<file path="src/hdl/duu_pkg.sv">
// Package for the division-model undistortion unit.
// Holds widths, payload and configuration types, and the divider step functions.
// No dependencies.
package duu_pkg;

	localparam int COORD_BITS = 16;
	localparam int CW = 16;          // coordinate field width
	localparam int OW = 20;          // output coordinate width
	localparam int FW = 24;          // focal register width
	localparam int UW = 32;          // normalized offset width (Q.24)
	localparam int SQW = 40;         // square width
	localparam int R2W = 32;         // saturated squared radius width
	localparam int PW = 40;          // k * r2 product width after the shift
	localparam int DENW = 41;        // positive denominator width
	localparam int QW = 40;          // offset quotient width
	localparam int NORM_STEPS = 32;
	localparam int OFF_STEPS = 40;
	localparam int FIFO_DEPTH = 2;
	localparam int FIFO_AW = $clog2(FIFO_DEPTH);

	localparam logic [CW-1:0] COORD_MASK = CW'((33'd1 << COORD_BITS) - 33'd1);
	localparam logic [SQW-1:0] SQ_SAT = SQW'(33'h0FFFFFFFF);
	localparam logic [R2W-1:0] R2_MAX = '1;
	localparam logic signed [DENW:0] ONE_Q24 = (DENW+1)'(25'd16777216);
	localparam logic signed [DENW:0] OUT_MAX = (DENW+1)'(20'sd524287);
	localparam logic signed [DENW:0] OUT_MIN = -(DENW+1)'(21'sd524288);

	typedef enum logic [2:0] {
		REG_FOCAL_X = 3'd0,
		REG_FOCAL_Y = 3'd1,
		REG_CENTER_X = 3'd2,
		REG_CENTER_Y = 3'd3,
		REG_DIST_COEFF = 3'd4
	} cfg_reg_t;

	typedef struct packed {
		logic [CW-1:0] in_x;
		logic [CW-1:0] in_y;
	} point_t;

	typedef struct packed {
		logic signed [OW-1:0] out_x;
		logic signed [OW-1:0] out_y;
		logic saturated;
		logic invalid;
	} result_t;

	typedef struct packed {
		logic [FW-1:0] focal_x;
		logic [FW-1:0] focal_y;
		logic [CW-1:0] center_x;
		logic [CW-1:0] center_y;
		logic signed [31:0] distortion_coeff;
	} cfg_t;

	// Classified item handed from the front part to the back part.
	typedef struct packed {
		logic [1:0][CW-1:0] pix;
		logic [1:0][CW-1:0] mag;
		logic [1:0] neg;
		logic [DENW-1:0] den;
		logic invalid;
	} work_t;

	// One restoring division step: returns {quotient bit, new remainder}.
	function automatic logic [FW:0] norm_step(logic [FW-1:0] rem, logic b, logic [FW-1:0] dv);
		logic [FW:0] t;
		t = {rem, b};
		if (t >= {1'b0, dv}) begin
			return {1'b1, FW'(t - {1'b0, dv})};
		end
		return {1'b0, t[FW-1:0]};
	endfunction

	function automatic logic [DENW:0] off_step(logic [DENW-1:0] rem, logic b,
			logic [DENW-1:0] dv);
		logic [DENW:0] t;
		t = {rem, b};
		if (t >= {1'b0, dv}) begin
			return {1'b1, DENW'(t - {1'b0, dv})};
		end
		return {1'b0, t[DENW-1:0]};
	endfunction

endpackage

</file>
<file path="src/hdl/duu_fifo.sv">
// Short work queue between the front and back parts.
// Uses duu_pkg for the work word type and depth.
module duu_fifo import duu_pkg::*; (
	input logic clk,
	input logic arst_n,
	input logic push,
	input work_t push_word,
	output logic full,
	output logic pop,
	output work_t pop_word
);

	work_t mem [FIFO_DEPTH];
	logic [FIFO_AW-1:0] wr_ptr_q, rd_ptr_q;
	logic [FIFO_AW:0] count_q;

	// The back part never stalls, so a word leaves as soon as one is held.
	assign pop = (count_q != '0);
	assign full = (count_q == (FIFO_AW+1)'(FIFO_DEPTH));
	assign pop_word = mem[rd_ptr_q];

	always_ff @(posedge clk) begin
		if (push) begin
			mem[wr_ptr_q] <= push_word;
		end
	end

	always_ff @(posedge clk or negedge arst_n) begin
		if (!arst_n) begin
			wr_ptr_q <= '0;
			rd_ptr_q <= '0;
			count_q <= '0;
		end else begin
			if (push) wr_ptr_q <= FIFO_AW'((FIFO_AW+1)'(wr_ptr_q) + 1'b1 == FIFO_DEPTH ? 0
				: wr_ptr_q + 1'b1);
			if (pop) rd_ptr_q <= FIFO_AW'((FIFO_AW+1)'(rd_ptr_q) + 1'b1 == FIFO_DEPTH ? 0
				: rd_ptr_q + 1'b1);
			count_q <= count_q + (FIFO_AW+1)'(push) - (FIFO_AW+1)'(pop);
		end
	end

endmodule

</file>
<file path="config.mk">
export PLATFORM = sky130hd
export DESIGN_NAME = duu_fifo
export DESIGN_NICKNAME = d
export VERILOG_FILES = /design/src/hdl/duu_pkg.sv /design/src/hdl/duu_fifo.sv
export SDC_FILE = /design/constraint.sdc
export NUM_CORES = 1
export LEC_CHECK = 0
export BUFFER_PORTS_ARGS = -buffer_cell sky130_fd_sc_hd__buf_2
export CAP_MARGIN = 25
export CORE_MARGIN = 2
export CORE_UTILIZATION = 47
export CTS_CLUSTER_SIZE = 25
export DETAILED_ROUTE_END_ITERATION = 10
export MAX_ROUTING_LAYER = met4
export PLACE_DENSITY = 0.84
export SLEW_MARGIN = 20
export SYNTH_ARGS = -nofsm -noshare
export SYNTH_HDL_FRONTEND = slang
export SYNTH_SLANG_ARGS = --single-unit
</file>
<file path="constraint.sdc">
create_clock -name clk -period 6.3 [get_ports clk]
set_clock_uncertainty 0.15 [all_clocks]
set_input_delay 0.945 -clock clk [delete_from_list [all_inputs] [get_ports clk]]
set_output_delay 0.945 -clock clk [all_outputs]
set_load 0.005 [all_outputs]
</file>
==> flow_metrics.tcl, run 1 <==
set metrics [dict create \
    fin_crit_sh 0.604 \
    rsz0062_at_grt "no" \
    whs_ps 103 \
    track_usage 0.162 \
    syn-num-nets 462 \
    antenna_found_initial 1 \
    syn_avg_cell_area_um2 22.8 \
    yosys_register_bits 220 \
    p_leak_nw 3.80 \
    status "finished, final reports clean" \
    criticalPathCategory "flip-flop to primary output" \
    r2r_cells 2 \
    cap_viol_max_count 0 \
    fin_crit_ps 3810 \
    synth_ff_type "edfxtp_1" \
    vias 4032 \
    cp.required_ps 5200 \
    placed_cells 782 \
    yosysSeqAreaShare 0.824 \
    numCtsBuffers 22 \
    synth_area_leader_cell "edfxtp_1" \
    num_io_pins 221 \
    power.switching_mw 1.10 \
    die_h_um 134 \
    fin_ws_ps 2490 \
    place_area_um2 9330 \
    hpwl_mm 9.54 \
    place.gp.congestion 0.720 \
    path_max_fanout 61 \
    cts_buffer_depth 3 \
    postCtsSetupRepairBufs 0 \
    post-route-util 0.603 \
    fp.dieW_um 134 \
    synth.most_common_cell "edfxtp_1" \
    tns_ps 0 \
    yosys_warnings 0 \
    critPathCaptureType "primary output" \
    fin_nets 698 \
    switching_share 0.256 \
    die-area_um2 18100 \
    grt_pass1_wl_mm 22.3 \
    synth_edf_count 216 \
    finalSetupViolCount 0 \
    area_growth_pct 25.2 \
    root_buffer "clkbuf_16" \
    final_area_um2 10000 \
    total_power_mw 4.30 \
    slew_headroom 0.419 \
    cts_resized 0 \
    netlist_area_um2 7990 \
    holdBufCountCts 0 \
    p_clk_frac 0.278 \
    viasPerCell 4.91 \
    netlist_instances 350 \
    ys_top_cells_by_count "edfxtp_1 (216), mux2_2 (98), mux2_4 (10)" \
    h-tree-depth 1 \
    dp_slack_ps 2940 \
    combinationalPowerShare 0.238 \
    max_freq_mhz 263 \
    first_pass_iters 4 \
    p_per_area_nw_per_um2 429 \
    worst_slew_pin_slew_ps 872 \
    drv_slew 0 \
    grt.overflow.total 0 \
    port_buffers 220 \
    grt_pass1_vias 4481 \
    drc 0 \
    cts.clk_slew.worst_paths_ps 60 \
    final_layout_size_suffix_gt1_frac 0.609 \
    critPathArrivalTime_ps 2710 \
    hold_viol 0 \
    placementRows 47 \
    startpoint_type "flip-flop" \
    core-area_um2 16600 \
    start_util 0.482 \
    cts_tree "built" \
    clock-sinks 220 \
    final_cells 822 \
    async_flop_share 0.0182 \
    synth.area.top_cells "edfxtp_1 (81%), mux2_2 (14%), mux2_4 (1.9%), dfrtp_1 (1.3%), buf_2 (0.56%)" \
    drt-total-wl_mm 14.3 \
    synth_cell_types 13 \
    clock_latency_ps 480 \
    grt_max_degree 62 \
    peakVddDrop_v 0.000260 \
    ant_nets 0 \
    synth.top_cell.area_share 0.812 \
    cellInternalPower_mw 3.20 \
    seq_power_share 0.484 \
    wl_per_cell_um 17.4 \
    drt_iter0_markers 147 \
    hold_class "input port to asynchronous set/reset pin" \
]
[placed cells by master, fill, tap and decap left out]
cell / count
bufinv_16: 1
dfrtp_1: 3
ha_1: 1
buf_4: 4
xnor2_1: 1
mux2_2: 98
diode_2: 1
buf_2: 220
nand2_1: 1
edfxtp_1: 216
dfrtp_4: 1
or2_2: 1
nor2b_4: 1
clkinv_2: 6
and2_4: 1
xor2_1: 2
mux2_4: 10
clkbuf_16: 23
clkinv_1: 5
clkbuf_1: 4
nor2b_1: 2
[path summary, 6_finish.rpt]
kind                                       from  slack, ps                   end
max                        rd_ptr_q$_DFFE_PN0P_       2490          pop_word[86]
min                                      arst_n        100  wr_ptr_q$_DFFE_PN0P_
max reg2reg                wr_ptr_q$_DFFE_PN0P_       3900   mem[1][9]$_DFFE_PP_
min reg2reg                wr_ptr_q$_DFFE_PN0P_        410  wr_ptr_q$_DFFE_PN0P_
max in group asynchronous                arst_n       5760  rd_ptr_q$_DFFE_PN0P_
min in group clk           wr_ptr_q$_DFFE_PN0P_        410  wr_ptr_q$_DFFE_PN0P_
[kinds of logic (layout without fill, tap and decap cells)]
family        after synthesis  in the layout  synth area share
flops                     220            220             0.824
mux                       108            108             0.157
buf+inv                    12            263           0.00986
simple gates                6              6           0.00438
xor+xnor                    3              3           0.00329
fa+ha+maj                   1              1           0.00157
other cells                 0              1                 0
[critical path, stage by stage, from the launching register on]
cell and delay [ps]:
dfrtp_4 990, buf_4 660, mux2_2 420, buf_2 140
[metal layers]
| metal | wire length (um) | track usage | vias to the layer above |
|---|---|---|---|
| met5 | 0 | - | - |
| met4 | 342 | 0.0515 | 0 |
| met3 | 916 | 0.0370 | 31 |
| met2 | 7590 | 0.294 | 155 |
| met1 | 5480 | 0.175 | 1981 |
| li1 | - | - | 1865 |
[registers in the layout (all words and copies together) (netlist names)]
name      cells
count_q       2
rd_ptr_q      1
mem         216
wr_ptr_q      1
[cell type report]
class / instances / area (um^2)
flip-flops and latches: 220 / 6590
fillers: 1240 / 6580
multi-input cells: 118 / 1340
repair buffers: 224 / 1130
clock buffers: 27 / 591
well taps: 220 / 275
clock inverters: 12 / 78.8
diodes: 1 / 2.50
[power groups by stage]
stage,logic [mW],clock network (mW),registers (mW)
after CTS,1.04,1.23,2.09
after floorplan,0.694,0,2.03
final,1.02,1.19,2.08
after global placement,1.01,0,2.10
after detailed placement,1.03,0,2.12
after global routing,1.11,1.29,2.11
(Power assumes the default switching activity.)
==> run 2, diff against run 1 <==
Settings changed: ABC_AREA set to 1.
Clock period 6.3 ns to 3.25 ns, I/O delays scaled along.
==> flow_metrics.tcl, run 2 <==
set metrics [dict create \
    worst_slew_pin_slew_ps 776 \
    whs_ps 38.7 \
    yosys_register_bits 220 \
    yosys_warnings 0 \
    drt-total-wl_mm 15.2 \
    slew_headroom 0.483 \
    hp-start "push_word[81]" \
    fp.dieW_um 135 \
    ys_top_cells_by_count "nand2_1 (330), edfxtp_1 (216), buf_2 (11)" \
    hold_class "input port to flip-flop" \
    area_growth_pct 24.5 \
    critPathArrivalTime_ps 2140 \
    path_max_fanout 57 \
    start_util 0.481 \
    track_usage 0.168 \
    cp.required_ps 2610 \
    crit_chain "clkinv_2, buf_4, nand2_1, nand2_1, buf_2" \
    die-area_um2 18100 \
    die_h_um 135 \
    p_leak_nw 4.32 \
    wl_per_cell_um 14.5 \
    hpwl_mm 9.78 \
    synth-adder-area-share 0.00156 \
    grt_pass1_wl_mm 22.8 \
    seqCellArea_um2 6590 \
    finalSetupViolCount 0 \
    final_layout_size_suffix_gt1_frac 0.310 \
    antenna_found_initial 2 \
    synth_top_family_by_area "simple AND/OR/NAND/NOR gates" \
    synth_cell_types 14 \
    cap_viol_max_count 0 \
    reg_top3 "mem x216, count_q x2" \
    postCtsSetupRepairBufs 0 \
    muxShareOfSynthArea 0 \
    status "finished, final reports clean" \
    mostFrequentLayoutCells "nand2_1 (330), buf_2 (220), edfxtp_1 (216)" \
    top_usage_layer "met2" \
    cp_common_cell "nand2_1" \
    synth-xor-area-share 0.00109 \
    yosysSeqAreaShare 0.822 \
    fin_crit_sh 0.854 \
    netlist_area_um2 8010 \
    grtUsageMet2 0.287 \
    fin_nets 927 \
    vias 5011 \
    gr-usage-met3 0.0454 \
    fin_crit_ps 2770 \
    synth_area_leader_cell "edfxtp_1" \
    clock-sinks 220 \
    worstReg2RegStart "wr_ptr_q$_DFFE_PN0P_" \
    grt.overflow.total 0 \
    drv_slew 0 \
    startpoint_type "flip-flop" \
    drt_iter0_markers 308 \
    cts_buffer_depth 3 \
    clock_latency_ps 480 \
    async_flop_share 0.0182 \
    synth_compound_area_frac 0.000625 \
    placementRows 47 \
    synth.most_common_cell "nand2_1" \
    critPathCaptureType "primary output" \
    total_power_mw 7.26 \
    holdBufCountCts 1 \
    ant_nets 0 \
    root_buffer "clkbuf_16" \
    viasPerCell 4.79 \
    cts_resized 0 \
    drc 0 \
    met1_usage 0.190 \
    cts.clk_slew.worst_paths_ps 60 \
    criticalPathCategory "flip-flop to primary output" \
    largest_register "mem" \
    rsz0062_at_grt "no" \
    synth_edf_count 216 \
    yosys.area_share.simple 0.157 \
    syn_avg_cell_area_um2 13.7 \
    layout_commonest_cell "nand2_1" \
    core-area_um2 16600 \
    port_buffers 220 \
    grt_pass1_vias 4773 \
    synth.area.top_cells "edfxtp_1 (81%), nand2_1 (15%), dfrtp_1 (1.2%), buf_2 (0.69%), clkbuf_1 (0.42%)" \
    numCtsBuffers 21 \
    syn-num-nets 698 \
    hold_viol 0 \
    peakVddDrop_v 0.000509 \
    cpPeakStageDelay_ps 680 \
    n_fill_cell 1249 \
    h-tree-depth 1 \
    cts_tree "built" \
    grt_max_degree 58 \
    synth_ff_type "edfxtp_1" \
    multi_input_area_um2 1290 \
    synth.top_cell.area_share 0.810 \
    slowest_stage "dfrtp_4" \
    first_pass_iters 4 \
    largest_reg_flops 216 \
    max_freq_mhz 360 \
    num_io_pins 221 \
    p_per_area_nw_per_um2 728 \
    crit_start "rd_ptr_q$_DFFE_PN0P_" \
    place.gp.congestion 0.753 \
    tns_ps 0 \
    netlist_instances 586 \
]
[run 2: cell families after synthesis]
| logic type | count (synthesis) |
|---|---|
| simple gates | 335 |
| flops | 220 |
| buf+inv | 28 |
| compound gates | 1 |
| xor+xnor | 1 |
| fa+ha+maj | 1 |
[run 2: path summary, 6_finish.rpt]
path / end / slack, ps / depth (start not counted)
worst max-delay path: pop_word[70] / 480 / 5
worst min-delay path: mem[0][81]$_DFFE_PP_ / 40 / 1
worst max register to register: mem[1][44]$_DFFE_PP_ / 1420 / 3
worst min register to register: wr_ptr_q$_DFFE_PN0P_ / 390 / 1
max in group asynchronous: rd_ptr_q$_DFFE_PN0P_ / 2590 / 2
min in group asynchronous: rd_ptr_q$_DFFE_PN0P_ / 220 / 2
[run 2: stage by stage]
| stage | setup slack, ps | std cells | cell area (um^2) | util |
|---|---|---|---|---|
| 6_report | 475 | 1047 | 9970 | 0.599 |
| 5_1_grt | 325 | 1047 | 9970 | 0.599 |
| 4_1_cts | 438 | 1045 | 9970 | 0.599 |
| 3_5_place_dp | 958 | 1011 | 9360 | 0.562 |
| 3_3_place_gp | 973 | 1011 | 9360 | 0.562 |
| 2_1_floorplan | 17.7 | 586 | 8020 | - |
[run 2: power breakdown]
group	total [mW]	switching [mW]	leakage, nW	internal [mW]
Clock	2.17	0.913	0.293	1.25
Sequential	3.89	0.139	2.08	3.75
Combinational	1.20	0.780	1.95	0.425
Total	7.26	1.83	4.32	5.43
[run 2: layout make-up]
cell class                      instances  area share
Tap cell                              220      0.0276
Multi-Input combinational cell        338       0.130
Clock buffer                           26      0.0546
Clock inverter                          7     0.00552
Sequential cell                       220       0.661
Antenna cell                            2    0.000502
Timing Repair Buffer                  229       0.119
Inverter                                5     0.00226
[run 2: critical path, delay by kind of cell (launching register included)]
kind          cells  cell delay (ps)
buf+inv           3              710
flops             1              680
simple gates      2              230
[run 2: metal layers]
metal / share of wire / vias up
li1: - / 2440
met1: 0.38 / 2316
met2: 0.51 / 206
met3: 0.071 / 49
met4: 0.035 / 0
met5: 0 / -
